--- config.mk ---
export PLATFORM = sky130hd
export DESIGN_NAME = mlp_fe_cell
export DESIGN_NICKNAME = d
export VERILOG_FILES = /design/src/design/mlp_forward_evaluator_defines.svh /design/src/design/mlp_fe_pkg.sv /design/src/design/mlp_fe_cell.sv
export SDC_FILE = /design/constraint.sdc
export NUM_CORES = 2
export LEC_CHECK = 0
export CAP_MARGIN = 40
export CELL_PAD_IN_SITES_DETAIL_PLACEMENT = 1
export CELL_PAD_IN_SITES_GLOBAL_PLACEMENT = 1
export CORE_ASPECT_RATIO = 1.75
export CORE_UTILIZATION = 57
export CTS_CLUSTER_SIZE = 28
export DETAILED_ROUTE_END_ITERATION = 8
export DONT_BUFFER_PORTS = 1
export GPL_ROUTABILITY_DRIVEN = 0
export HOLD_SLACK_MARGIN = 0.12
export PLACE_DENSITY_LB_ADDON = 0.1
export SLEW_MARGIN = 20
export SYNTH_ARGS = -nofsm -noshare
export SYNTH_HDL_FRONTEND = slang
export SYNTH_SLANG_ARGS = --single-unit
--- constraint.sdc ---
create_clock -name clk -period 10.79 [get_ports clk]
set_input_delay 1.079 -clock clk [delete_from_list [all_inputs] [get_ports clk]]
set_output_delay 1.079 -clock clk [all_outputs]
set_load 0.03 [all_outputs]
--- src/design/mlp_forward_evaluator_defines.svh ---
// Assertion macros used by the evaluator top level.
// Expects clk and rst in the scope of each use.
`ifndef MLP_FORWARD_EVALUATOR_DEFINES_SVH
`define MLP_FORWARD_EVALUATOR_DEFINES_SVH

// Same-cycle implication
`define MLP_FE_ASSERT_IMP(lbl, ante, cons, msg) \
  lbl: assert property (@(posedge clk) disable iff (rst) (ante) |-> (cons)) else $error(msg);

// Next-cycle implication
`define MLP_FE_ASSERT_NXT(lbl, ante, cons, msg) \
  lbl: assert property (@(posedge clk) disable iff (rst) (ante) |=> (cons)) else $error(msg);

`endif

--- src/design/mlp_fe_pkg.sv ---
// Shared types, constants and the logistic table for the MLP evaluator.
// No dependencies.
package mlp_fe_pkg;

  localparam int VAL_BITS  = 16;
  localparam int ACC_BITS  = 40;
  localparam int FRAC_BITS = 12;
  localparam int NCELL     = 32;
  localparam int WT_DEPTH  = 96;
  localparam int TAB_DEPTH = 256;
  localparam int DRAIN_LEN = NCELL + 8;
  localparam int FLUSH_LEN = 8;

  localparam logic signed [40:0] ACC_MAX = 41'sd549755813887;

  // Configuration register indexes
  localparam logic [2:0] REG_LAYER_COUNT = 3'd0;
  localparam logic [2:0] REG_INPUT_WIDTH = 3'd1;
  localparam logic [2:0] REG_HIDDEN_ONE  = 3'd2;
  localparam logic [2:0] REG_HIDDEN_TWO  = 3'd3;
  localparam logic [2:0] REG_GAIN_A      = 3'd4;
  localparam logic [2:0] REG_NEG_RECIP   = 3'd5;
  localparam logic [2:0] REG_OFFSET_C    = 3'd6;

  // Item function codes
  localparam logic FUNC_WEIGHT = 1'b0;
  localparam logic FUNC_INPUT  = 1'b1;

  localparam logic [1:0] GAP_NONE = 2'd3;

  typedef struct packed {
    logic              func;
    logic [1:0]        weight_gap;
    logic [4:0]        from_node;
    logic [4:0]        to_node;
    logic [4:0]        input_position;
    logic signed [15:0] value;
    logic              last;
  } item_t;

  typedef struct packed {
    logic signed [15:0] score;
    logic               saturated;
  } result_t;

  // Value moving down the cell chain
  typedef struct packed {
    logic               valid;
    logic               first;
    logic [4:0]         k;
    logic signed [15:0] value;
  } tok_t;

  // Node sum travelling through the activation pipeline
  typedef struct packed {
    logic       valid;
    logic       clip;
    logic [4:0] idx;
  } act_meta_t;

  typedef struct packed {
    logic signed [15:0] gain;
    logic signed [15:0] recip;
    logic signed [15:0] offset;
  } act_cfg_t;

  typedef logic [12:0] logi_tab_t [TAB_DEPTH];

  // Shift-subtract quotient, used only while the table is built
  function automatic logic [63:0] udiv64(input logic [63:0] num, input logic [63:0] den);
    logic [64:0] rem;
    logic [63:0] quo;
    rem = '0;
    quo = '0;
    for (int b = 63; b >= 0; b--) begin
      rem = {rem[63:0], num[b]};
      quo = quo << 1;
      if (rem >= {1'b0, den}) begin
        rem    = rem - {1'b0, den};
        quo[0] = 1'b1;
      end
    end
    return quo;
  endfunction

  // Logistic table, built at elaboration with Q32.32 arithmetic; entries are Q1.12
  function automatic logi_tab_t build_logi();
    logi_tab_t  tab;
    logic [63:0] step;
    logic [63:0] r;
    logic [63:0] term;
    logic [63:0] e;
    logic [63:0] d;
    logic [63:0] q;
    step = udiv64(64'd8 << 32, 64'(TAB_DEPTH));
    r    = 64'd1 << 32;
    term = 64'd1 << 32;
    e    = 64'd1 << 32;
    for (int n = 1; n <= 12; n++) begin
      term = udiv64((term * step) >> 32, 64'(n));
      if (n[0]) r = r - term;
      else r = r + term;
    end
    for (int i = 0; i < TAB_DEPTH; i++) begin
      d      = (64'd1 << 32) + e;
      q      = udiv64((64'd4096 << 32) + (d >> 1), d);
      tab[i] = q[12:0];
      e      = (e * r + (64'd1 << 31)) >> 32;
    end
    return tab;
  endfunction

  localparam logi_tab_t LOGI_TAB = build_logi();

endpackage

--- src/design/mlp_fe_cell.sv ---
// One MAC cell of the chain: owns the weight column of one destination node.
// Depends on mlp_fe_pkg.
module mlp_fe_cell (
  input  logic               clk,
  input  logic               rst,
  input  logic               wt_we,
  input  logic [6:0]         wt_addr,
  input  logic signed [15:0] wt_data,
  input  logic [1:0]         gap,
  input  mlp_fe_pkg::tok_t   tok_in,
  output mlp_fe_pkg::tok_t   tok_out,
  input  logic               shift,
  input  logic signed [39:0] acc_in,
  input  logic               clip_in,
  output logic signed [39:0] acc,
  output logic               clip
);

  logic signed [15:0] mem [mlp_fe_pkg::WT_DEPTH];
  logic signed [15:0] wt;
  mlp_fe_pkg::tok_t   tok;
  logic signed [31:0] prod;
  logic               prod_valid;
  logic               prod_first;
  logic signed [40:0] base;
  logic signed [40:0] sum;
  logic signed [39:0] acc_next;
  logic               hit;

  // Weight column store
  always_ff @(posedge clk) begin
    if (wt_we) mem[wt_addr] <= wt_data;
  end

  always_ff @(posedge clk) begin
    wt <= mem[{gap, tok_in.k}];
  end

  // Token hop to the neighbor
  always_ff @(posedge clk) begin
    if (rst) tok <= '0;
    else tok <= tok_in;
  end
  assign tok_out = tok;

  // Product stage
  always_ff @(posedge clk) begin
    if (rst) begin
      prod_valid <= 1'b0;
      prod_first <= 1'b0;
    end else begin
      prod_valid <= tok.valid;
      prod_first <= tok.first;
    end
    prod <= 32'(wt) * 32'(tok.value);
  end

  // Saturating accumulate
  always_comb begin
    base = prod_first ? 41'sd0 : 41'(acc);
    sum  = base + 41'(prod);
    hit  = 1'b0;
    acc_next = sum[39:0];
    if (sum > mlp_fe_pkg::ACC_MAX) begin
      acc_next = mlp_fe_pkg::ACC_MAX[39:0];
      hit = 1'b1;
    end else if (sum < -mlp_fe_pkg::ACC_MAX) begin
      acc_next = 40'(-mlp_fe_pkg::ACC_MAX);
      hit = 1'b1;
    end
  end

  always_ff @(posedge clk) begin
    if (rst) begin
      acc  <= '0;
      clip <= 1'b0;
    end else if (shift) begin
      acc  <= acc_in;
      clip <= clip_in;
    end else if (prod_valid) begin
      acc  <= acc_next;
      clip <= prod_first ? hit : (clip | hit);
    end
  end

endmodule

==> Yosys cells after proc, flatten, opt, wreduce, memory -nomap -nowiden <==
Memory sizes are Yosys's and may differ from the RTL's. A register that Yosys moved wholly into a read port is not among the register bits.
Index checks and enable logic that the tools add are counted.
{ "totals": {"register_bits": 98, "mem_bits_rw": 1536, "output_inout_bits": 64, "elab_cells": 28, "n_memories": 1} }
{ "mem_list": {"columns": ["memory", "depth", "word_bits", "read_ports", "rd_clocked_by_memory_dff", "wr", "line_no", "rtl"], "rows": [
  ["mem", 96, 16, 1, 1, 1, "mlp_fe_cell.sv:19", "logic signed [15:0] mem [mlp_fe_pkg::WT_DEPTH];"]
]} }
{ "op_classes": {"addsub": 1, "multipliers": 1, "magnitude_cmp": 2, "muxes": 12, "bitwise_logic": 1, "reduce_logical": 1} }
{ "ops": {"columns": ["operator", "n"], "rows": [
  ["40-bit 2-to-1 mux", 4],
  ["41-bit by 32-bit adder with 41-bit output", 1],
  ["41-bit by 40-bit > comparator with 1-bit output (second input constant)", 1],
  ["41-bit by 40-bit < comparator with 1-bit output (second input constant)", 1],
  ["41-bit 2-to-1 mux", 1],
  ["16-bit by 16-bit multiplier with 32-bit output", 1],
  ["1-bit 2-to-1 mux", 7],
  ["2-bit nonzero test", 1],
  ["1-bit OR", 1]
]} }

==> Depth between registers and ports, before layout <==
{ "depth": {"word_depth": 9, "ltp_mapped": 25, "mapped_depth_nobuf": 24} }

==> Least setup slack after synthesis <==
Ideal clock, no wire load.
{ "synth_timing": {"path_kind": "register to register", "startpoint": "reg tok, in the netlist tok_out[1]", "endpoint": "reg prod[31]", "setup_ns": 0.072, "arrival_time_ns": 6.190, "path_slack_ns": 4.528, "path_stages_with_launch": 26, "n_path_buf": 1, "synth_period_minus_slack_ns": 6.262, "cell_sequence": "dfxtp_1 > clkbuf_1 > nand2_1 > inv_1 > fa_1 > inv_1 > fa_1 > fa_1 > inv_1 > fa_1 > fa_1 > inv_1 > fa_1 > inv_1 > ha_1 > a21o_1 > a21o_1 > a21oi_1 > nor2_1 > a211oi_1 > a21o_1 > a22oi_1 > a211oi_1 > o21ai_0 > a21oi_1 > xnor2_1"} }
{ "synth_between": {"elab_chain_len": 1} }
{ "synth_lines": {"columns": ["element", "line_no", "rtl"], "rows": [
  ["from (decl)", "mlp_fe_cell.sv:21", "mlp_fe_pkg::tok_t tok;"],
  ["from (signal assigned)", "mlp_fe_cell.sv:42", "else tok <= tok_in;"],
  ["16-bit by 16-bit multiplier with 32-bit output", "mlp_fe_cell.sv:55", "prod <= 32'(wt) * 32'(tok.value);"],
  ["to (signal assigned)", "mlp_fe_cell.sv:55", null],
  ["to (decl)", "mlp_fe_cell.sv:22", "logic signed [31:0] prod;"]
]} }
No other way between the ends.
A chain may end at the register's enable or synchronous reset.

==> Worst setup path in the final report <==
{ "layout_timing": {"startpoint": "reg tok, in the netlist tok_out[15]", "endpoint": "reg prod[31]"} }
Same word-level chain as after synthesis.

==> summary.md <==
| Metric | Value |
|---|---|
| Reg-to-Reg Start | `tok_out[15]` |
| Seq/Total Area, Yosys | `between 60% and 70%` |
| Avg Synthesized Cell Area | `roughly 18 sq um` |
| PortBufs | `0` |
| Period utilization | `a little under two thirds` |
| Min cycle time layout | `roughly 6.8 ns` |
| CTS Buf Count | `about 150` |
| Core footprint | `130300 sq um` |
| Actual slew at the worst max-slew pin | `approximately 1.7 ns` |
| Drt initial violations | `just under 3k` |
| Share of layout cells above drive strength 1 | `between 10% and 20%` |
| Max cap viols | `0` |
| Min-Delay Path Depth | `1` |
| Post-route cell area | `82200 sq um` |
| Total power | `about 19000 uW` |
| Critical path class | `register to register` |
| WHS Endpoint | `acc[14]` |
| Setup TNS | `0 ns` |
| Area growth, synth to finish | `9.594%` |
| RSZ-0062 raised after global routing | `false` |
| Total global-route track usage | `roughly 30%` |
| Relative slew slack | `-12.51%` |
| Clock slew at reported path FFs | `approximately 0.060 ns` |
| Area after DPL | `77290 sq um` |
| Ys flop type | `edfxtp_1` |
| Vias per inst | `roughly 6.3` |
| WL per Instance | `between 30 and 40 microns` |
| Number of I/O pins | `approximately 160` |
| PD cells | `231.5 nW/um^2` |
| Capturing point of the worst reg2reg path | `prod[31]` |
| CTS Root Cell | `clkbuf_16` |
| Longest Clk Path Bufs | `3` |
| Required time of the critical path | `about 11 ns` |
| Clock Latency Late Sink | `approximately 0.79 ns` |
| Worst-case reg-to-reg path depth | `22` |
| Yosys cell types | `70` |
| Total grt overflow | `0` |
| Initial antenna violation count | `4` |
| Worst Path Arrival | `7.49 ns` |
| CTS sink count | `~1.7k` |
| Post-synth ARST share | `0%` |
| Syn. warnings | `0` |
| Worst hold slack | `~0.35 ns` |
| ANT nets after route | `0` |
| Post-synth top area share | `61.50%` |
| Starting Density | `between 50 and 60%` |
| Full die area | `about 130000 sq um` |
| Die height | `481.9 microns` |
| #FFs+latches synth | `~1.7k` |
| Drt first pass iters | `7` |
| Routed Wire Length | `slightly below 200 mm` |
| Fmax | `~150 MHz` |
| Post-route DRC | `0` |
| Status | `finished with violations` |
| Violated checks | `max-slew violations` |
| H-tree depth | `4` |
| Post-Synthesis Cells | `4233` |
| Syn_nets | `4711` |
| Chip width | `between 200 and 300 microns` |
| Crit Path Max Fanout | `14` |
| Postcts setup bufs | `0` |
| Worst clock skew | `0.03146 ns` |
| Synth Cell Area | `about 75000 sq um` |
| Number of synthesized flops with an enable pin | `between 1.5k and 2k` |
| Resize count post-CTS | `0` |
| Pin count of the biggest net entering global routing | `roughly 390` |
| Hold_sp | `rst` |
| Total number of vias | `between 30k and 40k` |
| # hold bufs at CTS | `0` |
| LEAKAGE | `about 0.028 uW` |
| Setup Viol. Count Final | `0` |
| Max-slew violations | `86` |
| Synth area leaders | `edfxtp_1 (61%), mux4_2 (15%), fa_1 (7.0%)` |
| R2R setup slack | `between 3 and 4 ns` |
| CP Capture Type | `register` |
| Vias in the first global route | `roughly 43k` |
| CP startpoint kind | `register` |
| Maximum vdd drop | `~0.21 mV` |
| HPWL after DPL | `approximately 130 mm` |
| Core Rows | `between 150 and 200` |
| Final #Nets | `4771` |
| Area leader, netlist | `edfxtp_1` |
| First-pass GRT wire length | `283.3 mm` |
| Post-layout util | `a little over three fifths` |
| Hold Fails Final Rpt | `0` |
| Hold WC Path Type | `input pin to register` |
| CTS tree | `built` |
==> state kept, by name, indices dropped and copies added (netlist names) <==
signal,flops
prod,32
prod_first,1
mem,1536
acc,40
prod_valid,1
wt,16
clip,1
tok_out,23
==> logic make-up after synthesis <==
kind of cell,Yosys count,share of synthesized area (%)
DFF,1650,64.54
and+or+nand+nor,803,5.325
buffers and inverters,525,2.671
muxes,517,15.18
adders and majority gates,385,9.055
AOI/OAI and AO/OA,287,2.464
xor gates and xnor gates,66,0.7707
==> placed cells by master (no fill, tap or decap), drive strengths merged, types with 8 or more instances in the layout <==
master and instances:
a211oi 14, a21o 26, a21oi 91, a31oi 13, and2 134, buf 114, bufinv 14, clkbuf 172
clkinv 66, clkinvlp 8, dfxtp 114, edfxtp 1536, fa 263, ha 122, inv 329, mux2i 20
mux4 496, nand2 196, nand2b 16, nand3 32, nand4 14, nor2 177, nor2b 104, nor3 67
nor4 32, o211ai 12, o21a 8, o21ai 63, o21bai 12, or3 13, xnor2 47, xor2 19
==> cell usage after synthesis (all sizes together), types with 8 or more instances <==
library cell	n
a211oi	14
mux2i	20
xnor2	47
nor4	32
nand2	196
o21a	8
buf	55
ha	122
mux4	496
and2	134
nand2b	16
or3	13
nand3	32
nor2	177
inv	321
xor2	19
nor2b	104
a21oi	91
o21bai	12
fa	263
nor3	67
clkbuf	149
a21o	26
a31oi	13
o21ai	63
edfxtp	1536
nand4	14
dfxtp	114
o211ai	12
==> area by class of cell <==
cell class | count | area, sq um
clock buffers | 171 | 3779
diodes | 4 | 10.01
multi-input cells | 2058 | 24640
well taps | 1681 | 2103
fillers | 11110 | 48080
inverters | 321 | 1205
clock inverters | 96 | 1085
repair buffers | 115 | 967.2
flip-flops and latches | 1650 | 48410
==> critical path: stages, from the launching register on <==
cell and delay, ns:
dfxtp_1 0.66, inv_1 0.41, nor2_1 0.24, fa_1 0.46, fa_1 0.46, fa_1 0.53, fa_1 0.43, fa_1 0.52
inv_1 0.06, fa_1 0.48, inv_1 0.06, ha_1 0.36, a21o_1 0.21, a21o_1 0.17, a21oi_1 0.18, nor2_1 0.07
a211oi_1 0.24, a21o_1 0.19, a22oi_1 0.11, a211oi_1 0.41, o21ai_0 0.19, a21oi_1 0.20, xnor2_1 0.07
==> through the flow <==
| stage | cells | setup WS [ns] |
|---|---|---|
| final | 6096 | 3.948 |
| after global routing | 6096 | 3.638 |
| after CTS | 6089 | 3.905 |
| after detailed placement | 5822 | 3.954 |
| after global placement | 5812 | 3.849 |
| after floorplan | 4233 | 4.528 |
==> report_power, final <==
group / switching, uW / internal (uW)
logic: 3840 / 2530
registers: 203 / 7170
clock network: 2390 / 2900
==> how the worst max path moves through the flow <==
stage,startpoint,to,slack (ns),depth (start not counted)
finish,tok_out[15],prod[31],3.95,22
CTS,tok_out[15],prod[31],3.90,22
global placement,tok_out[1],prod[31],3.85,24
global route,wt[15],prod[31],3.64,24
floorplan,tok_out[1],prod[31],4.53,25
detailed placement,tok_out[5],prod[31],3.95,23
==> per-layer routing <==
layer	global-route usage, %	wire length [microns]
met2	56.66	108800
met5	0	0
met3	4.113	9297
met4	16.05	10990
met1	32.35	64420
No activity file was read; power rests on OpenSTA's default activity.
