[src/design/mlp_forward_evaluator_defines.svh]
// Assertion macros used by the evaluator top level.
// Expects clk and rst in the scope of each use.
`ifndef MLP_FORWARD_EVALUATOR_DEFINES_SVH
`define MLP_FORWARD_EVALUATOR_DEFINES_SVH

// Same-cycle implication
`define MLP_FE_ASSERT_IMP(lbl, ante, cons, msg) \
  lbl: assert property (@(posedge clk) disable iff (rst) (ante) |-> (cons)) else $error(msg);

// Next-cycle implication
`define MLP_FE_ASSERT_NXT(lbl, ante, cons, msg) \
  lbl: assert property (@(posedge clk) disable iff (rst) (ante) |=> (cons)) else $error(msg);

`endif

[src/design/mlp_fe_pkg.sv]
// Shared types, constants and the logistic table for the MLP evaluator.
// No dependencies.
package mlp_fe_pkg;

  localparam int VAL_BITS  = 16;
  localparam int ACC_BITS  = 40;
  localparam int FRAC_BITS = 12;
  localparam int NCELL     = 32;
  localparam int WT_DEPTH  = 96;
  localparam int TAB_DEPTH = 256;
  localparam int DRAIN_LEN = NCELL + 8;
  localparam int FLUSH_LEN = 8;

  localparam logic signed [40:0] ACC_MAX = 41'sd549755813887;

  // Configuration register indexes
  localparam logic [2:0] REG_LAYER_COUNT = 3'd0;
  localparam logic [2:0] REG_INPUT_WIDTH = 3'd1;
  localparam logic [2:0] REG_HIDDEN_ONE  = 3'd2;
  localparam logic [2:0] REG_HIDDEN_TWO  = 3'd3;
  localparam logic [2:0] REG_GAIN_A      = 3'd4;
  localparam logic [2:0] REG_NEG_RECIP   = 3'd5;
  localparam logic [2:0] REG_OFFSET_C    = 3'd6;

  // Item function codes
  localparam logic FUNC_WEIGHT = 1'b0;
  localparam logic FUNC_INPUT  = 1'b1;

  localparam logic [1:0] GAP_NONE = 2'd3;

  typedef struct packed {
    logic              func;
    logic [1:0]        weight_gap;
    logic [4:0]        from_node;
    logic [4:0]        to_node;
    logic [4:0]        input_position;
    logic signed [15:0] value;
    logic              last;
  } item_t;

  typedef struct packed {
    logic signed [15:0] score;
    logic               saturated;
  } result_t;

  // Value moving down the cell chain
  typedef struct packed {
    logic               valid;
    logic               first;
    logic [4:0]         k;
    logic signed [15:0] value;
  } tok_t;

  // Node sum travelling through the activation pipeline
  typedef struct packed {
    logic       valid;
    logic       clip;
    logic [4:0] idx;
  } act_meta_t;

  typedef struct packed {
    logic signed [15:0] gain;
    logic signed [15:0] recip;
    logic signed [15:0] offset;
  } act_cfg_t;

  typedef logic [12:0] logi_tab_t [TAB_DEPTH];

  // Shift-subtract quotient, used only while the table is built
  function automatic logic [63:0] udiv64(input logic [63:0] num, input logic [63:0] den);
    logic [64:0] rem;
    logic [63:0] quo;
    rem = '0;
    quo = '0;
    for (int b = 63; b >= 0; b--) begin
      rem = {rem[63:0], num[b]};
      quo = quo << 1;
      if (rem >= {1'b0, den}) begin
        rem    = rem - {1'b0, den};
        quo[0] = 1'b1;
      end
    end
    return quo;
  endfunction

  // Logistic table, built at elaboration with Q32.32 arithmetic; entries are Q1.12
  function automatic logi_tab_t build_logi();
    logi_tab_t  tab;
    logic [63:0] step;
    logic [63:0] r;
    logic [63:0] term;
    logic [63:0] e;
    logic [63:0] d;
    logic [63:0] q;
    step = udiv64(64'd8 << 32, 64'(TAB_DEPTH));
    r    = 64'd1 << 32;
    term = 64'd1 << 32;
    e    = 64'd1 << 32;
    for (int n = 1; n <= 12; n++) begin
      term = udiv64((term * step) >> 32, 64'(n));
      if (n[0]) r = r - term;
      else r = r + term;
    end
    for (int i = 0; i < TAB_DEPTH; i++) begin
      d      = (64'd1 << 32) + e;
      q      = udiv64((64'd4096 << 32) + (d >> 1), d);
      tab[i] = q[12:0];
      e      = (e * r + (64'd1 << 31)) >> 32;
    end
    return tab;
  endfunction

  localparam logi_tab_t LOGI_TAB = build_logi();

endpackage

[src/design/mlp_fe_act.sv]
// Five-stage activation pipeline: round and saturate, scale, logistic, gain, round/offset/saturate.
// Depends on mlp_fe_pkg.
module mlp_fe_act (
  input  logic                    clk,
  input  logic                    rst,
  input  mlp_fe_pkg::act_cfg_t    cfg,
  input  mlp_fe_pkg::act_meta_t   meta_in,
  input  logic signed [39:0]      sum_in,
  output mlp_fe_pkg::act_meta_t   meta_out,
  output logic signed [15:0]      value_out
);

  mlp_fe_pkg::act_meta_t m1, m2, m3, m4;
  logic signed [40:0] r1;
  logic signed [15:0] s1_c, s1, s2;
  logic               c1;
  logic signed [16:0] neg_s;
  logic signed [15:0] recip_eff;
  logic signed [32:0] p2;
  logic               neg2;
  logic signed [33:0] r3;
  logic signed [20:0] t3;
  logic [20:0]        m3_mag;
  logic [12:0]        l0, l3_c, l3;
  logic signed [29:0] q4;
  logic signed [30:0] y5;
  logic signed [15:0] y5_sat;
  logic               c5;

  // Stage 1: round sum to Q4.12 and saturate
  always_comb begin
    r1   = (41'(sum_in) + 41'sd2048) >>> 12;
    c1   = 1'b0;
    s1_c = r1[15:0];
    if (r1 > 41'sd32767) begin
      s1_c = 16'sh7fff;
      c1 = 1'b1;
    end else if (r1 < -41'sd32768) begin
      s1_c = -16'sh8000;
      c1 = 1'b1;
    end
  end

  always_ff @(posedge clk) begin
    if (rst) m1 <= '0;
    else m1 <= '{valid: meta_in.valid, clip: meta_in.clip | c1, idx: meta_in.idx};
    s1 <= s1_c;
  end

  // Stage 2: negative sums scaled by the reciprocal slope
  assign neg_s     = -17'(s1);
  assign recip_eff = (cfg.recip == 16'sd0) ? 16'sd4096 : cfg.recip;

  always_ff @(posedge clk) begin
    if (rst) m2 <= '0;
    else m2 <= m1;
    p2   <= 33'(neg_s) * 33'(recip_eff);
    neg2 <= s1[15];
    s2   <= s1;
  end

  // Stage 3: logistic lookup of the magnitude
  always_comb begin
    r3     = (34'(p2) + 34'sd2048) >>> 12;
    t3     = neg2 ? r3[20:0] : 21'(s2);
    m3_mag = t3[20] ? 21'(-t3) : 21'(t3);
    l0     = (|m3_mag[20:15]) ? 13'd4096 : mlp_fe_pkg::LOGI_TAB[m3_mag[14:7]];
    l3_c   = t3[20] ? (13'd4096 - l0) : l0;
  end

  always_ff @(posedge clk) begin
    if (rst) m3 <= '0;
    else m3 <= m2;
    l3 <= l3_c;
  end

  // Stage 4: gain
  always_ff @(posedge clk) begin
    if (rst) m4 <= '0;
    else m4 <= m3;
    q4 <= 30'(cfg.gain) * 30'($signed({1'b0, l3}));
  end

  // Stage 5: round, offset, saturate
  always_comb begin
    y5     = ((31'(q4) + 31'sd2048) >>> 12) + 31'(cfg.offset);
    c5     = 1'b0;
    y5_sat = y5[15:0];
    if (y5 > 31'sd32767) begin
      y5_sat = 16'sh7fff;
      c5 = 1'b1;
    end else if (y5 < -31'sd32768) begin
      y5_sat = -16'sh8000;
      c5 = 1'b1;
    end
  end

  always_ff @(posedge clk) begin
    if (rst) meta_out <= '0;
    else meta_out <= '{valid: m4.valid, clip: m4.clip | c5, idx: m4.idx};
    value_out <= y5_sat;
  end

endmodule

[config.mk]
export PLATFORM = sky130hd
export DESIGN_NAME = mlp_fe_act
export DESIGN_NICKNAME = d
export VERILOG_FILES = /design/src/design/mlp_forward_evaluator_defines.svh /design/src/design/mlp_fe_pkg.sv /design/src/design/mlp_fe_act.sv
export SDC_FILE = /design/constraint.sdc
export NUM_CORES = 2
export LEC_CHECK = 0
export BUFFER_PORTS_ARGS = -buffer_cell sky130_fd_sc_hd__buf_2
export CAP_MARGIN = 20
export CORE_UTILIZATION = 45
export CTS_BUF_LIST = sky130_fd_sc_hd__clkbuf_4
export DETAILED_ROUTE_END_ITERATION = 10
export PLACE_DENSITY_LB_ADDON = 0.12
export SYNTH_ARGS = -nofsm -noshare
export SYNTH_HDL_FRONTEND = slang
export SYNTH_SLANG_ARGS = --single-unit
[constraint.sdc]
create_clock -name clk -period 7.59 [get_ports clk]
set_input_delay 1.518 -clock clk [delete_from_list [all_inputs] [get_ports clk]]
set_output_delay 1.518 -clock clk [all_outputs]
set_load 0.05 [all_outputs]
* Yosys cells after proc, flatten, opt, wreduce, memory -nomap -nowiden *
Memories as Yosys holds them, arrays and structs flattened.
Index checks and enable logic that the tools add are counted.

cells by class
  add/sub/neg operators = 7
  $mul = 2
  order comparisons = 5
  mux-type cells = 13
  bitwise logic cells = 3
  reduce and logical (&&, ||, !) cells = 2

operator list
  operator                                                                            count
  13-bit two-way mux                                                                  4
  16-bit two-way mux                                                                  3
  21-bit two-way mux                                                                  2
  40-bit by 13-bit adder with 41-bit output (second input constant)                   1
  33-bit by 13-bit adder with 33-bit output (second input constant)                   1
  17-bit by 16-bit multiplier with 33-bit output                                      1
  30-bit by 13-bit adder with 31-bit output (second input constant)                   1
  16-bit by 14-bit multiplier with 30-bit output                                      1
  29-bit by 16-bit greater-than comparator with 1-bit output (second input constant)  1
  29-bit by 16-bit less-than comparator with 1-bit output (second input constant)     1
  21-bit negator                                                                      1
  19-bit by 16-bit adder with 20-bit output                                           1
  20-bit by 16-bit greater-than comparator with 1-bit output (second input constant)  1
  20-bit by 16-bit less-than comparator with 1-bit output (second input constant)     1
  16-bit negator with 17-bit output                                                   1
  16-bit zero test                                                                    1
  13-bit subtractor (first input constant)                                            1
  9-bit >= comparator (second input constant)                                         1
  8-bit inverter with 9-bit output                                                    1
  6-bit OR reduction                                                                  1
  1-bit two-way mux                                                                   4
  1-bit bitwise OR                                                                    2

storage, ports and cells
  flip-flop bits (word level) = 160
  memory bits (read-only) = 3328
  memories = 1

memory list
  memory           depth  bits a word  read ports  clocked after memory_dff  wr ports  RTL line          RTL
  (no name shown)  256    13           1           0                         0         mlp_fe_act.sv:67  l0 = (|m3_mag[20:15]) ? 13'd4096 : mlp_fe_pkg::LOGI_TAB[m3_mag[14:7]];

* Depth between registers and ports, before layout *
  word-level depth = 11
  gate-level depth with buffers = 33
  mapped depth without buffers = 31

* Least setup slack after synthesis *
No wires, ideal clock.

  kind = input-to-reg
  from = input port cfg[26] (netlist bit)
  to = register p2[32]
  data arrival time = 7.684 ns
  required time = 7.469 ns
  setup slack = -0.215 ns
  stages on the path = 28
  cell sequence = clkbuf_1 -> nor4_1 -> a41o_1 -> clkbuf_1 -> nand2_1 -> fa_1 -> inv_1 -> ha_1 -> inv_1 -> fa_1 -> inv_1 -> fa_1 -> fa_1 -> inv_1 -> fa_1 -> inv_1 -> ha_1 -> a21o_1 -> a21o_1 -> a21oi_1 -> nor2_1 -> a211oi_1 -> a311oi_1 -> nor2_1 -> a21oi_1 -> a211oi_1 -> o21bai_1 -> xnor2_1

between the ends
  longest elaborated chain between the ends = 3

RTL lines
  what                                              RTL line          RTL
  start: declaration                                mlp_fe_act.sv:6   input mlp_fe_pkg::act_cfg_t cfg,
  16-bit zero test                                  mlp_fe_act.sv:52  assign recip_eff = (cfg.recip == 16'sd0) ? 16'sd4096 : cfg.recip;
  16-bit two-way mux *                              mlp_fe_act.sv:52
  17-bit by 16-bit multiplier with 33-bit output *  mlp_fe_act.sv:57  p2 <= 33'(neg_s) * 33'(recip_eff);
  end signal: assignment                            mlp_fe_act.sv:57
  end: declaration                                  mlp_fe_act.sv:19  logic signed [32:0] p2;

Mark *: on every way between the ends. The rest lies on a longest branch, timed or not.
A chain may end at the register's enable or synchronous reset.

* Worst setup path in the final report *
  from = input port cfg[30] (netlist bit)
  to = register p2[30]

Same word-level chain as after synthesis.

==> results_dict.tcl <==
set metrics [dict create \
    place_inst 4306 \
    relSlewSlack_pct 28.05 \
    seq_area_frac_synth_pct 9.650 \
    dominantRegCellSynth "dfxtp_1" \
    fin_util_pct 50.52 \
    yosysWarnings 0 \
    finish.instance_area_mm2 0.03135 \
    synth_edf_count 0 \
    port_buffers 108 \
    async_flop_share_pct 0 \
    cp.required_ns 8.18 \
    io_pins 120 \
    start_kind "primary input" \
    cts_buffer_depth 2 \
    synthCells 3337 \
    numCtsBuffers 17 \
    worstSetupPathType "primary input to register" \
    finalNetCount 4256 \
    r2r_slack_ns 0.36 \
    drtIter0Drc 1874 \
    num_vias 24498 \
    area_growth_pct 10.32 \
    dpl-instance-area_mm2 0.03083 \
    antenna_found_initial 4 \
    detail_route.wl_per_cell_um 20.96 \
    place_congestion 0.9841 \
    max-cap-violations 0 \
    crit-reg2reg-capture "p2[30]" \
    cts_sinks 137 \
    fin_cells 4348 \
    die_area_mm2 0.06416 \
    worstRegToRegCells 29 \
    critPathMaxFanout 9 \
    fin_crit_sh_pct 96.79 \
    grt_use_total_pct 29.48 \
    worst_hold_startpoint "s1[15]" \
    fillerInstances 6001 \
    wirelength_um 91120 \
    drive_gt1_share_pct 12.49 \
    first_pass_iters 6 \
    worst-endpoint-arrival_ns 7.94 \
    rows 91 \
    syn_nets 4099 \
    synth_seq_cells 137 \
    htreeDepth 4 \
    max_freq_mhz 136.1 \
    period_needed_ns 7.346 \
    status "finished clean" \
    dp_hpwl_um 73270 \
    grt_first_pass_wirelength_um 145600 \
    fin_worst_skew_ns 0.02475 \
    maxSlewViolCount 0 \
    vias_per_cell 5.634 \
    clk_latency_ns 0.68 \
    cts_root_buffer "clkbuf_4" \
    worst_pin_slew_ns 1.052 \
    initial_core_util_pct 45.80 \
    clk_pin_slew_ns 0.16 \
    postSynthAreaPerCell_um2 8.517 \
    core_area_mm2 0.06205 \
    final-setup-viol-count 0 \
    synthDistinctLibCells 104 \
    hold_viol 0 \
    cts_tree "built" \
    die_y_um 253.3 \
    min_path_type "register to register" \
    r2r_start "s1[5]" \
    drc 0 \
    syn_area_mm2 0.02842 \
    die_x_um 253.3 \
    grt_max_degree 68 \
    hold_end "neg2" \
    ant_nets 0 \
    cp-end-kind "register" \
    grt_pass1_vias 25720 \
    grt-ovfl-total 0 \
    holdPathStages 0 \
]
==> Yosys cell counts (20+ instances only) <==
cell,instances,area share [%]
nand4_1,25,0.55
clkbuf_1,113,1.5
o21ai_0,104,1.8
o22ai_1,23,0.51
nand3_1,73,1.3
a21oi_1,125,2.2
a211oi_1,24,0.63
nor2b_1,46,1.0
inv_1,566,7.5
ha_1,188,8.3
nand2_1,338,4.5
nor4_1,23,0.51
nor2_1,153,2.0
buf_2,34,0.60
fa_1,477,34
and2_1,253,5.6
a31oi_1,30,0.66
xor2_1,43,1.3
and3_1,20,0.44
dfxtp_1,137,9.7
a21o_1,30,0.79
o211ai_1,26,0.69
xnor2_1,96,3.0
nor3_1,51,0.90
==> area by class of cell <==
cell class	instances	area, µm²	area share (%)
multi-input combinational	2456	22950	73.22
sequential	137	2746	8.760
timing repair buffer	313	2156	6.876
inverter	569	2136	6.812
tap	837	1047	3.340
clock inverter	15	173.9	0.5547
clock buffer	17	127.6	0.4071
antenna	4	10.01	0.03193
==> worst max-delay path, cell delays in order <==
cell      delay [ns]
buf_2           0.10
nor4_1          0.42
a41o_1          0.23
buf_4           0.17
buf_4           0.18
nand2_1         0.08
fa_1            0.54
inv_1           0.05
fa_1            0.46
fa_1            0.52
fa_1            0.54
fa_1            0.52
fa_1            0.49
ha_1            0.31
and3_1          0.19
nand2_1         0.09
nor3_2          0.20
a211oi_2        0.07
buf_4           0.16
a311oi_4        0.36
nor2_2          0.07
a21oi_2         0.24
a21o_1          0.20
a21oi_2         0.07
xnor2_1         0.12
==> how the worst max path moves through the flow <==
stage | startpoint | end | slack [ns] | cells past startpoint
after floorplan | cfg[26] | p2[32] | -0.04 | 28
after global placement | cfg[20] | p2[31] | -0.53 | 26
after detailed placement | cfg[20] | p2[32] | -0.54 | 26
after CTS | s1[4] | p2[32] | 0.02 | 27
after global routing | s1[5] | p2[32] | -0.04 | 30
final | cfg[30] | p2[30] | 0.24 | 25
==> logic make-up after synthesis <==
| group | count (synthesis) | synth area share [%] |
|---|---|---|
| AO/OA/AOI/OAI | 579 | 14.27 |
| XOR/XNOR | 143 | 4.535 |
| adder cells (fa/ha/maj) | 666 | 41.91 |
| buffers and inverters | 744 | 10.33 |
| flip-flops | 137 | 9.650 |
| multiplexers | 13 | 0.4799 |
| AND/OR/NAND/NOR | 1055 | 18.82 |
==> timing repair <==
action                     CTS  global route
setup buffers                0             5
cloned                       0             0
gates resized for setup      2            26
pin swaps                    0             6
setup endpoints to repair    3            10
hold buffers                 0             0
==> cells in the final DEF, fill, tap and decap left out, types with 16 or more instances in the layout <==
| cell type | instances |
|---|---|
| nand3_1 | 73 |
| clkbuf_4 | 17 |
| o21ai_0 | 104 |
| xor2_1 | 42 |
| o22ai_1 | 23 |
| buf_4 | 197 |
| fa_1 | 477 |
| and2_1 | 253 |
| nor2b_1 | 45 |
| nand2_1 | 337 |
| nor4_1 | 19 |
| a31oi_1 | 28 |
| o21a_1 | 17 |
| a21o_1 | 30 |
| dfxtp_1 | 136 |
| a21oi_1 | 119 |
| nor2_1 | 151 |
| nor3_1 | 48 |
| ha_1 | 187 |
| buf_2 | 109 |
| inv_1 | 566 |
| xnor2_1 | 93 |
| and3_1 | 20 |
| a211oi_1 | 22 |
| o211ai_1 | 26 |
| nand4_1 | 25 |
| a2111oi_0 | 16 |
==> routing by layer <==
layer	up-vias	wire length [µm]	GRT usage, %
met1	12267	39470	39.51
met3	185	5877	4.369
met2	865	42620	48.40
met4	0	3150	10.23
met5	-	0	0
li1	11181	-	-
==> through the flow <==
stage                     setup TNS, ns  setup WS, ns  hold slack, ns
final                                 0        0.2437          0.4184
after floorplan                -0.05437      -0.03798          0.3579
after global routing           -0.08825      -0.04133          0.4265
after CTS                             0       0.02487          0.4049
after detailed placement         -4.437       -0.5391          0.3819
after global placement           -4.222       -0.5325          0.3823
==> sequential cells by signal, summed over array words and instances, names as in the netlist, 13 cells and up <==
| register | count |
|---|---|
| p2 | 22 |
| q4 | 19 |
| s1 | 16 |
| value_out | 16 |
| s2 | 15 |
| l3 | 13 |
Power is not shown: default switching activity piles up to over one toggle a cycle in this logic, so the estimate is an artifact.
